## src/sv/lbec_pkg.sv

```systemverilog
// Shared types and constants for the LED blink error classifier.
`timescale 1ns / 1ps
package lbec_pkg;

	localparam int LEVEL_W = 10;
	localparam int TIME_W  = 32;
	localparam int MS_W    = 16;
	localparam int BLINK_W = 8;
	localparam int CFG_AW  = 3;
	localparam int CFG_DW  = 16;
	localparam int IN_DW   = 56;
	localparam int OUT_DW  = 8;

	// Register indexes on the configuration port
	localparam logic [CFG_AW-1:0] REG_ON_THRESHOLD = 3'd0;
	localparam logic [CFG_AW-1:0] REG_BOOT_HOLDOFF = 3'd1;
	localparam logic [CFG_AW-1:0] REG_RED_RECENT   = 3'd2;
	localparam logic [CFG_AW-1:0] REG_GREEN_SOLID  = 3'd3;
	localparam logic [CFG_AW-1:0] REG_BLINK_LIMIT  = 3'd4;

	// Register reset values
	localparam logic [LEVEL_W-1:0] RST_ON_THRESHOLD = 10'd450;
	localparam logic [MS_W-1:0]    RST_BOOT_HOLDOFF = 16'd1500;
	localparam logic [MS_W-1:0]    RST_RED_RECENT   = 16'd1000;
	localparam logic [MS_W-1:0]    RST_GREEN_SOLID  = 16'd500;
	localparam logic [BLINK_W-1:0] RST_BLINK_LIMIT  = 8'd2;

	// Colour codes; the last-colour register uses an extra code for "none yet"
	localparam logic [1:0] COLOR_BLACK  = 2'd0;
	localparam logic [1:0] COLOR_RED    = 2'd1;
	localparam logic [1:0] COLOR_GREEN  = 2'd2;
	localparam logic [1:0] COLOR_ORANGE = 2'd3;
	localparam logic [2:0] COLOR_NONE   = 3'd4;

	localparam logic [BLINK_W-1:0] BLINK_MAX = {BLINK_W{1'b1}};

	typedef struct packed {
		logic [LEVEL_W-1:0] on_threshold;
		logic [MS_W-1:0]    boot_holdoff_ms;
		logic [MS_W-1:0]    red_recent_ms;
		logic [MS_W-1:0]    green_solid_ms;
		logic [BLINK_W-1:0] blink_limit;
	} cfg_t;

	typedef struct packed {
		logic [TIME_W-1:0]  now_ms;
		logic [LEVEL_W-1:0] red_level;
		logic [LEVEL_W-1:0] green_level;
	} item_t;

	typedef struct packed {
		logic       rainbow_restart;
		logic       color_write;
		logic [1:0] color_code;
		logic       error_flag;
	} result_t;

endpackage

```

## src/sv/lbec_cfg.sv

```systemverilog
// Configuration register file of the LED blink error classifier.
`timescale 1ns / 1ps
module lbec_cfg (
	input  logic                          clk,
	input  logic                          arst_n,
	input  logic                          cfg_we,
	input  logic [lbec_pkg::CFG_AW-1:0]   cfg_addr,
	input  logic [lbec_pkg::CFG_DW-1:0]   cfg_wdata,
	output lbec_pkg::cfg_t                cfg
);
	import lbec_pkg::*;

	cfg_t cfg_q;

	// Register writes; unknown indexes are dropped
	always_ff @(posedge clk or negedge arst_n) begin
		if (!arst_n) begin
			cfg_q.on_threshold    <= RST_ON_THRESHOLD;
			cfg_q.boot_holdoff_ms <= RST_BOOT_HOLDOFF;
			cfg_q.red_recent_ms   <= RST_RED_RECENT;
			cfg_q.green_solid_ms  <= RST_GREEN_SOLID;
			cfg_q.blink_limit     <= RST_BLINK_LIMIT;
		end else if (cfg_we) begin
			case (cfg_addr)
				REG_ON_THRESHOLD: cfg_q.on_threshold    <= cfg_wdata[LEVEL_W-1:0];
				REG_BOOT_HOLDOFF: cfg_q.boot_holdoff_ms <= cfg_wdata[MS_W-1:0];
				REG_RED_RECENT:   cfg_q.red_recent_ms   <= cfg_wdata[MS_W-1:0];
				REG_GREEN_SOLID:  cfg_q.green_solid_ms  <= cfg_wdata[MS_W-1:0];
				REG_BLINK_LIMIT:  cfg_q.blink_limit     <= cfg_wdata[BLINK_W-1:0];
				default: ;
			endcase
		end
	end

	assign cfg = cfg_q;

endmodule

```

## src/sv/lbec_core.sv

```systemverilog
// Classification logic and detection state of the LED blink error classifier.
`timescale 1ns / 1ps
module lbec_core (
	input  logic             clk,
	input  logic             arst_n,
	input  logic             fire,
	input  lbec_pkg::item_t  item,
	input  lbec_pkg::cfg_t   cfg,
	output lbec_pkg::result_t res
);
	import lbec_pkg::*;

	logic                boot_done_q;
	logic                green_prev_q;
	logic                red_prev_q;
	logic [TIME_W-1:0]   green_change_time_q;
	logic [TIME_W-1:0]   red_change_time_q;
	logic [BLINK_W-1:0]  green_blinks_q;
	logic                was_error_q;
	logic [2:0]          last_color_q;

	logic                boot_now;
	logic                g_on;
	logic                r_on;
	logic                g_chg;
	logic                r_chg;
	logic [TIME_W-1:0]   gct_nxt;
	logic [TIME_W-1:0]   rct_nxt;
	logic [TIME_W-1:0]   red_age;
	logic [TIME_W-1:0]   green_age;
	logic [BLINK_W-1:0]  blinks_inc;
	logic [BLINK_W-1:0]  blinks_nxt;
	logic                err;
	logic [1:0]          color;
	logic                write;

	// Threshold, edge timing and blink count
	always_comb begin
		boot_now   = boot_done_q | (item.now_ms > {{(TIME_W-MS_W){1'b0}}, cfg.boot_holdoff_ms});
		g_on       = item.green_level > cfg.on_threshold;
		r_on       = item.red_level > cfg.on_threshold;
		g_chg      = g_on != green_prev_q;
		r_chg      = r_on != red_prev_q;
		gct_nxt    = g_chg ? item.now_ms : green_change_time_q;
		rct_nxt    = r_chg ? item.now_ms : red_change_time_q;
		red_age    = item.now_ms - rct_nxt;
		green_age  = item.now_ms - gct_nxt;
		blinks_inc = (g_chg && g_on && green_blinks_q != BLINK_MAX)
			? green_blinks_q + 1'b1 : green_blinks_q;
		// error rule: once booted, any of these conditions flags an error
		err = boot_now & (r_on | ~g_on
			| (red_age < {{(TIME_W-MS_W){1'b0}}, cfg.red_recent_ms})
			| (blinks_inc > cfg.blink_limit));
		// steady green clears the count
		blinks_nxt = (g_on && green_age > {{(TIME_W-MS_W){1'b0}}, cfg.green_solid_ms})
			? '0 : blinks_inc;
		// orange, green, red, black map straight onto {green, red}
		color = {g_on, r_on};
		write = ~was_error_q | (last_color_q != {1'b0, color});
	end

	// Result word
	always_comb begin
		res.error_flag      = err;
		res.color_code      = err ? color : COLOR_BLACK;
		res.color_write     = err & write;
		res.rainbow_restart = ~err & was_error_q;
	end

	// Detection state
	always_ff @(posedge clk or negedge arst_n) begin
		if (!arst_n) begin
			boot_done_q         <= 1'b0;
			green_prev_q        <= 1'b0;
			red_prev_q          <= 1'b0;
			green_change_time_q <= '0;
			red_change_time_q   <= '0;
			green_blinks_q      <= '0;
			was_error_q         <= 1'b0;
			last_color_q        <= COLOR_NONE;
		end else if (fire) begin
			boot_done_q <= boot_now;
			was_error_q <= err;
			if (err) begin
				last_color_q <= {1'b0, color};
			end
			if (boot_now) begin
				green_prev_q        <= g_on;
				red_prev_q          <= r_on;
				green_change_time_q <= gct_nxt;
				red_change_time_q   <= rct_nxt;
				green_blinks_q      <= blinks_nxt;
			end
		end
	end

	// Boot flag is sticky
	a_boot_sticky: assert property (@(posedge clk) disable iff (!arst_n)
		$past(boot_done_q) |-> boot_done_q)
		else $error("boot flag cleared");

	// No error before boot
	a_no_err_pre_boot: assert property (@(posedge clk) disable iff (!arst_n)
		(fire && !boot_now) |-> !res.error_flag)
		else $error("error reported before boot");

	// Entering error mode always writes the colour
	a_enter_writes: assert property (@(posedge clk) disable iff (!arst_n)
		(fire && err && !was_error_q) |-> res.color_write)
		else $error("error entry without colour write");

	// A recorded colour only exists after an error
	a_last_color: assert property (@(posedge clk) disable iff (!arst_n)
		was_error_q |-> (last_color_q != COLOR_NONE))
		else $error("error mode without colour");

endmodule

```

## src/sv/led_blink_error_classifier.sv

```systemverilog
// Top level of the LED blink error classifier: stream ports, input and result registers.
// Flow: a word accepted into the input register is classified and captured in the result
// register, which drives m_tdata; a low m_tready holds it there and stalls the input side.
// Throughput: one word per cycle while m_tready is high; the input and result registers
// form a two-stage pipeline and the detection state updates in the single logic stage.
// Reset: arst_n clears the pipeline, the detection state and loads register defaults.
`timescale 1ns / 1ps
module led_blink_error_classifier (
	input  logic                          clk,
	input  logic                          arst_n,
	input  logic                          cfg_we,
	input  logic [lbec_pkg::CFG_AW-1:0]   cfg_addr,
	input  logic [lbec_pkg::CFG_DW-1:0]   cfg_wdata,
	input  logic                          s_tvalid,
	output logic                          s_tready,
	// green_level[9:0], red_level[19:10], now_ms[51:20], zero pad
	input  logic [lbec_pkg::IN_DW-1:0]    s_tdata,
	output logic                          m_tvalid,
	input  logic                          m_tready,
	// error_flag[0], color_code[2:1], color_write[3], rainbow_restart[4], zero pad
	output logic [lbec_pkg::OUT_DW-1:0]   m_tdata
);
	import lbec_pkg::*;

	cfg_t    cfg;
	item_t   item_s1;
	logic    valid_s1;
	result_t res;
	result_t res_s2;
	logic    valid_s2;
	logic    advance;
	logic    fire;

	lbec_cfg u_cfg (
		.clk       (clk),
		.arst_n    (arst_n),
		.cfg_we    (cfg_we),
		.cfg_addr  (cfg_addr),
		.cfg_wdata (cfg_wdata),
		.cfg       (cfg)
	);

	// Stage 1 moves on when the result register is free or being drained
	assign advance  = ~valid_s2 | m_tready;
	assign fire     = valid_s1 & advance;
	assign s_tready = ~valid_s1 | advance;

	// Input register
	always_ff @(posedge clk or negedge arst_n) begin
		if (!arst_n) begin
			valid_s1 <= 1'b0;
		end else if (s_tready) begin
			valid_s1 <= s_tvalid;
		end
	end

	always_ff @(posedge clk) begin
		if (s_tvalid && s_tready) begin
			item_s1 <= s_tdata[$bits(item_t)-1:0];
		end
	end

	lbec_core u_core (
		.clk    (clk),
		.arst_n (arst_n),
		.fire   (fire),
		.item   (item_s1),
		.cfg    (cfg),
		.res    (res)
	);

	// Result register
	always_ff @(posedge clk or negedge arst_n) begin
		if (!arst_n) begin
			valid_s2 <= 1'b0;
		end else if (advance) begin
			valid_s2 <= valid_s1;
		end
	end

	always_ff @(posedge clk) begin
		if (fire) begin
			res_s2 <= res;
		end
	end

	assign m_tvalid = valid_s2;
	assign m_tdata  = {{(OUT_DW-$bits(result_t)){1'b0}}, res_s2};

endmodule
```

## config.mk

```make
export PLATFORM = sky130hd
export DESIGN_NAME = led_blink_error_classifier
export DESIGN_NICKNAME = d
export VERILOG_FILES = /design/src/sv/lbec_pkg.sv /design/src/sv/lbec_cfg.sv /design/src/sv/lbec_core.sv /design/src/sv/led_blink_error_classifier.sv
export SDC_FILE = /design/constraint.sdc
export NUM_CORES = 1
export LEC_CHECK = 0
export ABC_CLOCK_PERIOD_IN_PS = 11450
export BUFFER_PORTS_ARGS = -buffer_cell sky130_fd_sc_hd__buf_2
export CAP_MARGIN = 20
export CORE_MARGIN = 2
export CORE_UTILIZATION = 67
export DETAILED_ROUTE_END_ITERATION = 12
export GPL_ROUTABILITY_DRIVEN = 0
export PLACE_DENSITY_LB_ADDON = 0.12
export REMOVE_ABC_BUFFERS = 1
export SETUP_SLACK_MARGIN = 0.4
export SLEW_MARGIN = 5
export SYNTH_ARGS = -nofsm -noshare
export SYNTH_HDL_FRONTEND = slang
export SYNTH_SLANG_ARGS = --single-unit
```

## constraint.sdc

```tcl
create_clock -name clk -period 11.45 [get_ports clk]
set_input_delay 1.7175 -clock clk [delete_from_list [all_inputs] [get_ports clk]]
set_output_delay 1.7175 -clock clk [all_outputs]
set_load 0.05 [all_outputs]
```

# [Yosys cells after proc, flatten, opt, wreduce, memory -nomap -nowiden]
# Index checks and enable logic that the tools add are counted.
[classes] n_reduce_logical=12 bitwise_logic=16 add_sub_neg=3 order_cmp=6 mux=4 n_eq_ne=8
[ops] operator="$gt 32x16->1" n=2
[ops] operator="$mux 32" n=2
[ops] operator="$sub 32x32->32" n=2
[ops] operator="$lt 32x16->1" n=1
[ops] operator="$gt 10x10->1" n=2
[ops] operator="$mux 8" n=2
[ops] operator="$reduce_and 2->1" n=7
[ops] operator="$add 8x1->8 const B" n=1
[ops] operator="$gt 8x8->1" n=1
[ops] operator="$ne 8x8->1 const B" n=1
[ops] operator="$or 1x1->1" n=7
[ops] operator="$eq 3x2->1 const B" n=2
[ops] operator="$not 1->1" n=5
[ops] operator="$and 1x1->1" n=4
[ops] operator="$logic_and 1x1->1" n=4
[ops] operator="$eq 3x1->1 const B" n=1
[ops] operator="$eq 3x3->1 const B" n=1
[ops] operator="$logic_not 3->1" n=1
[ops] operator="$ne 3x2->1" n=1
[ops] operator="$ne 1x1->1" n=2
[word_totals] elab_cells=71 output_inout_bits=10 in_bits=80 reg_bits=204

# [Logic depth before layout (Yosys ltp)]
# Gate-level depths: netlist (run 1).
[depth] word_depth=10 mapped_depth=42 ltp_nobuf=41

# [By module]
# A second synthesis (run 1) with hierarchy kept.
[hier_totals] cells_unflattened=1523 hier_area_um2=14730.4
[modules_own_cells] module="lbec_core" cells_each=1310 area_each_um2=10243.6 n_inst=1
[modules_own_cells] module="lbec_cfg" cells_each=144 area_each_um2=2645.0 n_inst=1
[modules_own_cells] module="led_blink_error_classifier" cells_each=69 area_each_um2=1841.8 n_inst=1

# [Worst setup path after synthesis (run 1)]
# No wires, ideal clock.
[synth_path] kind="register to register" start="register u_cfg.cfg_q (netlist bit u_cfg.cfg[57])" end="register u_core.green_blinks_q[1]" path_slack_ns=3.733 path_buffers=2 period_less_slack_ns=7.717 stages_incl_launch_ff=43 t_arrival_ns=7.652 required_ns=11.385 setup_ns=0.065 cell_sequence="dfstp_2 > inv_1 > ha_1 > nor2b_1 > o21a_1 > o21ai_0 > nand2b_1 > a21oi_1 > nor2b_1 > o21ai_0 > a21oi_1 > a211oi_1 > a41oi_1 > ha_1 > clkbuf_1 > buf_1 > mux2i_1 > ha_1 > [... 7 more ...] > nand2b_1 > a21o_1 > a21oi_1 > xnor2_1 > ha_1 > a21o_1 > a21o_1 > a21o_1 > a211oi_1 > o21bai_1 > and2_1 > o21ai_0 > and4_1 > nand4_1 > nor4_1 > nand3_1 > o31ai_2 > a31o_2"
[synth_between] elab_chain_cells=7 word_cells_on_any_way=10 classes_between="add/sub: 1; order compare: 2; eq/ne: 1; mux: 3; reduce/logical: 3"
[synth_lines] element="from (decl)" line_no="lbec_cfg.sv:13" text="cfg_t cfg_q;"
[synth_lines] element="$gt 10x10->1 *" line_no="lbec_core.sv:40" text="g_on = item.green_level > cfg.on_threshold;"
[synth_lines] element="named net u_core.g_on" line_no="lbec_core.sv:23" text="logic g_on;"
[synth_lines] element="$ne 1x1->1" line_no="lbec_core.sv:42" text="g_chg = g_on != green_prev_q;"
[synth_lines] element="$mux 32" line_no="lbec_core.sv:44" text="gct_nxt = g_chg ? item.now_ms : green_change_time_q;"
[synth_lines] element="$sub 32x32->32" line_no="lbec_core.sv:47" text="green_age = item.now_ms - gct_nxt;"
[synth_lines] element="$gt 32x16->1" line_no="lbec_core.sv:55" text="blinks_nxt = (g_on && green_age > {{(TIME_W-MS_W){1'b0}}, cfg.green_solid_ms})"
[synth_lines] element="$logic_and 1x1->1" line_no="lbec_core.sv:55"
[synth_lines] element="$mux 8 *" line_no="lbec_core.sv:56" text="? '0 : blinks_inc;"
[synth_lines] element="to (signal assigned)" line_no="lbec_core.sv:92" text="green_blinks_q <= blinks_nxt;"
[synth_lines] element="to (decl)" line_no="lbec_core.sv:18" text="logic [BLINK_W-1:0] green_blinks_q;"
# The timed path passes the listed nets; every way through them passes the cells marked *.
# A chain may end at the register's enable or synchronous reset.

# [Worst setup path in the final report (run 1)]
[layout_path] start="register u_cfg.cfg_q (netlist bit u_cfg.cfg[57])" end="register u_core.green_blinks_q[5]"
# The elaborated chain is that of the path after synthesis.

==> reports/summary.txt, run 1 <==
Hold-fix buffers, CTS: 0
Clk pwr share: 17.7%
Crit path buf inv count: 3
Kind of critical path: register to register
Synth-to-Final Area Change: 10.7%
Die W: 147 µm
Period utilisation layout: 77.2%
DRC violations left: 0
Reg2reg end: u_core.green_blinks_q[5]
# setup viols final: 0
Syn. warnings: 0
Die Y: 147 µm
Antenna violations before repair: 0
P_leak: 0.00691 µW
Crit path DAT: 9310 ps
Reg power frac: 24.4%
Final Hold Viols: 0
Setup Skew: 27.5 ps
Initial Utilization: 68.1%
Post-cts resize count: 0
Ys flop type: dfrtp_1
Logic pwr share: 57.9%
Internal cell power: 2480 µW
Synth async-reset ratio: 72.1%
Num rows: 52
Tmin final: 8840 ps
Hold Crit Class: register to register
GRT Overall Usage: 30.1%
Kind of end point of the critical path: register
Htree depth: 1
Worst hold slack: 457 ps
Sw Pwr: 1890 µW
Post-synthesis sequential area ratio: 39.3%
Sw Share: 43.2%
Largest stage delay, worst path: 600 ps
Slew HR: 29.3%
R2r worst-path depth: 42
Mapped Cells: 1473
I/O Buffers: 82
Nets: 1757
Drt wl/cell: 17.7 µm
Synth unique cells: 74
Setup TNS: 0 ps
N_diodes: 0
Largest net degree at the start of global routing: 96
Num ports: 90
Final WL: 32.3 mm
RSZ-0062 raised after global routing: false
TritonCTS buffer count: 23
Cell area power density: 286 nW/µm²
Maximum root-to-sink buffer count: 3
CP most frequent cell: o21ai_0
Crit start category: register
Final slew viol count: 0
CP top delay family: compound AO/OA/AOI/OAI gates
Setup bufs post-CTS: 0
Worst setup path startpoint: u_cfg.cfg[57]
EDFF count, synth: 57
Critical Path RT: 11930 ps
R2R Setup Slk: 2610 ps
Syn avg cell area: 9.36 µm²
Clock sink count: 204
Filler cells: 1464
Clk_lat worst skew: 540 ps
VDD IR max: 0.181 mV
Share of post-route cells with drive strength above 1: 13.7%
Synth top area cells: dfrtp_1, edfxtp_1, ha_1
Via count: 11300
CTS tree: done
Detailed Place HPWL: 24.1 mm
Vias in the first global route: 10900
CP endpoint: u_core.green_blinks_q[5]
Outcome: finished, final reports clean
Core area: 20200 µm²
Initial DRT Pass Iterations: 5
Critical-path top delay cell: ha_2
Measured slew at the worst slew-check pin: 1060 ps
Worst path depth: 42
Mapped cell area: 13800 µm²
Max FO, Critical Path: 22
Synth top area share: 22.1%
Grt total ovfl: 0
CTS Root Cell: clkbuf_16
Commonest non-fill, non-tap cells in the layout: a21oi_1, ha_1, dfrtp_1
Clock-pin slew on the worst setup and hold paths: 60 ps
Via density: 6.17
Synth area leader: dfrtp_1
Max frequency: 113 MHz
Antenna-violating nets left: 0
First-pass GRT wire length: 53.0 mm
RR Startpoint: u_cfg.cfg[57]
Die Footprint: 21700 µm²
DR iter-0 viols: 850
Total of max-cap violations: 0
Seq cells post-synth: 204
flip-flops by register name, summed over array words and instances (netlist names):
name / count
u_cfg.cfg: 66
item_s1: 52
u_core.green_change_time_q: 32
u_core.red_change_time_q: 32
u_core.green_blinks_q: 8
m_tdata: 5
u_core.last_color_q: 3
m_tvalid: 1
u_core.boot_done_q: 1
u_core.green_prev_q: 1
u_core.red_prev_q: 1
u_core.was_error_q: 1
valid_s1: 1
layout make-up:
type	instances	area, µm²	area share [%]
multi-input combinational	1114	7800	51.1
sequential	204	5420	35.5
clock buffer	33	694	4.55
timing repair buffer	91	497	3.26
inverter	105	394	2.58
tap	270	338	2.21
clock inverter	9	114	0.746
cells in the mapped netlist (22+ instances only):
library cell    n
a21o_1         40
a21oi_1       135
clkbuf_1       38
dfrtp_1       122
dfstp_2        25
edfxtp_1       57
ha_1          136
inv_1         105
mux2_2         30
mux2i_1        62
nand2_1       115
nand2b_1       22
nand4_1        24
nor2_1        122
nor2b_1        29
nor3_1         26
o21ai_0        97
xnor2_1        33
metal layers:
layer | part of all wire [%] | vias to the layer above | track usage, %
met3 | 7.0 | 65 | 4.57
met4 | 2.6 | 0 | 9.66
li1 | - | 5456 | -
met2 | 46 | 382 | 48.7
met1 | 45 | 5356 | 42.1
met5 | 0 | - | 0
kinds of logic after synthesis:
group,share of synthesized area (%)
other,0.0272
and+or+nand+nor,15.2
DFF,39.3
AOI/OAI and AO/OA,17.8
adders and majority gates,12.9
xor gates and xnor gates,3.43
buffers and inverters,4.36
muxes,6.95
power groups by stage:
stage / Sequential, µW / Clock [µW] / Combinational [µW]
floorplan: 1060 / 0 / 1950
global placement: 1060 / 0 / 2390
detailed placement: 1080 / 0 / 2470
CTS: 1060 / 786 / 2490
global route: 1090 / 814 / 2830
finish: 1070 / 774 / 2530
worst min path at each step:
stage / startpoint / endpoint / slack [ps] / cells after the start
6_report: u_core.last_color_q[2] / u_core.last_color_q[2] / 460 / 1
5_1_grt: u_core.last_color_q[2] / u_core.last_color_q[2] / 470 / 1
4_1_cts: u_core.last_color_q[2] / u_core.last_color_q[2] / 460 / 1
3_5_place_dp: u_core.last_color_q[2] / u_core.last_color_q[2] / 450 / 1
3_3_place_gp: u_core.last_color_q[2] / u_core.last_color_q[2] / 450 / 1
2_1_floorplan: u_core.last_color_q[2] / u_core.last_color_q[2] / 440 / 1
stage by stage:
step,utilization (%),power [µW],setup slack [ps],instance area [µm²],std cells
final,75.4,4370,2610,15300,1826
after global routing,75.4,4730,1820,15300,1826
after CTS,75.3,4340,2580,15200,1825
after detailed placement,71.3,3550,2620,14400,1783
after global placement,71.3,3450,2830,14400,1783
after floorplan,-,3000,3270,13600,1423
Note: power is estimated with default switching activity, not from simulation.
==> run 2, diff against run 1 <==
--- a/config.mk
+++ b/config.mk
@@ -5,11 +5,12 @@
 export SDC_FILE = /design/constraint.sdc
 export NUM_CORES = 1
 export LEC_CHECK = 0
-export ABC_CLOCK_PERIOD_IN_PS = 11450
+export ABC_AREA = 1
+export ABC_CLOCK_PERIOD_IN_PS = 8000
 export BUFFER_PORTS_ARGS = -buffer_cell sky130_fd_sc_hd__buf_2
 export CAP_MARGIN = 20
 export CORE_MARGIN = 2
-export CORE_UTILIZATION = 67
+export CORE_UTILIZATION = 56
 export DETAILED_ROUTE_END_ITERATION = 12
 export GPL_ROUTABILITY_DRIVEN = 0
 export PLACE_DENSITY_LB_ADDON = 0.12
==> constraint.sdc (replaced) <==
create_clock -name clk -period 8 [get_ports clk]
set_input_delay 1.2 -clock clk [delete_from_list [all_inputs] [get_ports clk]]
set_output_delay 1.2 -clock clk [all_outputs]
set_load 0.05 [all_outputs]
==> reports/summary.txt, run 2 <==
Kind of end point of the critical path: register
Clk_lat worst skew: 520 ps
Maximum root-to-sink buffer count: 3
Final Hold Viols: 0
Largest stage delay, worst path: 530 ps
Seq cells post-synth: 204
GRT Overall Usage: 25.8%
Die Footprint: 25800 µm²
CP top delay family: compound AO/OA/AOI/OAI gates
Met3 Usage GRT: 4.00%
Measured slew at the worst slew-check pin: 994 ps
N_diodes: 0
CTS tree: done
Synth top area cells: dfrtp_1, edfxtp_1, ha_1
Htree depth: 1
Core area: 24200 µm²
# setup viols final: 0
Largest net degree at the start of global routing: 84
Most common cell in the netlist: nand2_1
P_leak: 0.00746 µW
Filler cells: 2187
Grt total ovfl: 0
Mapped Cells: 1748
EDFF count, synth: 57
Overall Power: 6120 µW
Antenna-violating nets left: 0
CP most frequent cell: nand2_1
Synth unique cells: 49
Top cells by count, synth: nand2_1, inv_1, o21ai_0
Synth async-reset ratio: 72.1%
Crit path DAT: 7300 ps
Synth-to-Final Area Change: 10.8%
Largest family of logic cells by synthesized area: simple AND/OR/NAND/NOR gates
Die W: 161 µm
Mapped cell area: 13800 µm²
Grt met2 use: 41.9%
Initial DRT Pass Iterations: 6
TritonCTS buffer count: 24
Max FO, Critical Path: 8
Adder-cell share of the synthesized area: 12.7%
Cell area power density: 401 nW/µm²
Post-synthesis sequential area ratio: 39.4%
Total of max-cap violations: 0
Crit start category: register
Via count: 11800
Critical Path RT: 8400 ps
Vias in the first global route: 11100
Synth Area in Compound Gates: 15.1%
Grt peak-use layer: met2
Multiplexer area fraction after synthesis: 0.145%
Commonest non-fill, non-tap cells in the layout: nand2_1, inv_1, o21ai_0
Crit path buf inv count: 7
Max frequency: 145 MHz
Final WL: 32.7 mm
Ys flop type: dfrtp_1
Tmin final: 6900 ps
Hold-fix buffers, CTS: 0
R2R Setup Slk: 1100 ps
Drt wl/cell: 15.1 µm
Outcome: finished, final reports clean
Setup Skew: 17.2 ps
Synth top area share: 22.2%
Hold Crit Class: register to register
Slew HR: 33.5%
Via density: 5.43
Initial Utilization: 56.7%
Clock sink count: 204
Share of post-route cells with drive strength above 1: 10.4%
Post-cts resize count: 0
Period utilisation layout: 86.2%
RSZ-0062 raised after global routing: false
Setup TNS: 0 ps
Syn. warnings: 0
Antenna violations before repair: 0
Nets: 2043
M1 GR Usage: 36.5%
Synth area leader: dfrtp_1
Simple-Gate Fraction of Synth Area: 21.4%
Die Y: 161 µm
Clock-pin slew on the worst setup and hold paths: 60 ps
Num ports: 90
Critical-path top delay cell: dfstp_2
I/O Buffers: 82
Detailed Place HPWL: 25.0 mm
Kind of critical path: register to register
Max reg flops: 66
Final slew viol count: 0
Commonest non-fill, non-tap cell in the layout: nand2_1
First-pass GRT wire length: 54.5 mm
Setup bufs post-CTS: 0
Num rows: 57
CTS Root Cell: clkbuf_16
DRC violations left: 0
Syn avg cell area: 7.87 µm²
XOR/XNOR Fraction of Synth Area: 3.44%
VDD IR max: 0.213 mV
DR iter-0 viols: 909
run 2: cell types whose count changed in the layout (fill, tap and decap cells not counted), moves of 29 or more:
cell     previous run  this run
o21ai_0            97       228
mux2i_1            62         2
mux2_2             30         0
nand3_1            21        61
nand2_1           115       448
a21oi_1           135       101
nor2b_1            29         0
inv_1             105       234
a21o_1             40         5
nor2_1            119        89
run 2: cell type report:
type | instances | area [µm²] | area share [%]
clock inverters | 5 | 62.6 | 0.410
multi-input cells | 1263 | 7260 | 47.6
clock buffers | 39 | 687 | 4.50
flip-flops and latches | 204 | 5420 | 35.6
inverters | 239 | 897 | 5.88
well taps | 324 | 405 | 2.66
repair buffers | 93 | 510 | 3.35
run 2: layer usage:
metal  routed length, µm  vias to the layer above
li1                    -                     5959
met5                   0                        -
met2               14500                      332
met3                2170                       57
met4                 875                        0
met1               15200                     5410
run 2: path summary, 6_finish.rpt:
check / from / end / cells after the start
hold / removal: valid_s1 / m_tvalid / 2
min in group asynchronous: arst_n / u_core.red_change_time_q[1] / 1
max in group asynchronous: arst_n / u_core.red_change_time_q[18] / 2
setup reg to reg: u_cfg.cfg[63] / u_core.green_blinks_q[7] / 34
hold reg to reg: valid_s1 / m_tvalid / 2
setup / recovery: u_cfg.cfg[63] / u_core.green_blinks_q[7] / 34
run 2: worst register-to-register path, delay by kind of cell (launching register included):
family	cells	cell delay (ps)
adder cells (fa/ha/maj)	5	1610
flip-flops	1	530
buffers and inverters	7	690
AO/OA/AOI/OAI	10	2260
XOR/XNOR	1	240
AND/OR/NAND/NOR	11	1450
run 2: power by group:
| part | switching [µW] | total, µW | internal (µW) | leakage, µW |
|---|---|---|---|---|
| Sequential | 153 | 1520 | 1360 | 0.00232 |
| Clock | 421 | 1040 | 618 | 0.000358 |
| Combinational | 2250 | 3570 | 1310 | 0.00478 |
| Total | 2830 | 6120 | 3300 | 0.00746 |
run 2: cells by family (layout without fill, tap and decap cells):
group           after synthesis  count (layout)
compound gates              384             384
xor+xnor                     54              54
fa+ha+maj                   138             138
buf+inv                     283             376
flops                       204             204
mux                           2               2
other cells                   1               3
simple gates                682             682
run 2: stage by stage:
step / std cells / area, µm² / util (%) / setup slack [ps] / hold WS, ps
global route: 2167 / 15200 / 62.9 / 450 / 496
global placement: 2121 / 14500 / 59.7 / 1400 / 454
finish: 2167 / 15200 / 62.9 / 1100 / 477
detailed placement: 2121 / 14500 / 59.7 / 1220 / 468
CTS: 2165 / 15200 / 62.8 / 1170 / 482
floorplan: 1706 / 13600 / - / 2080 / 447
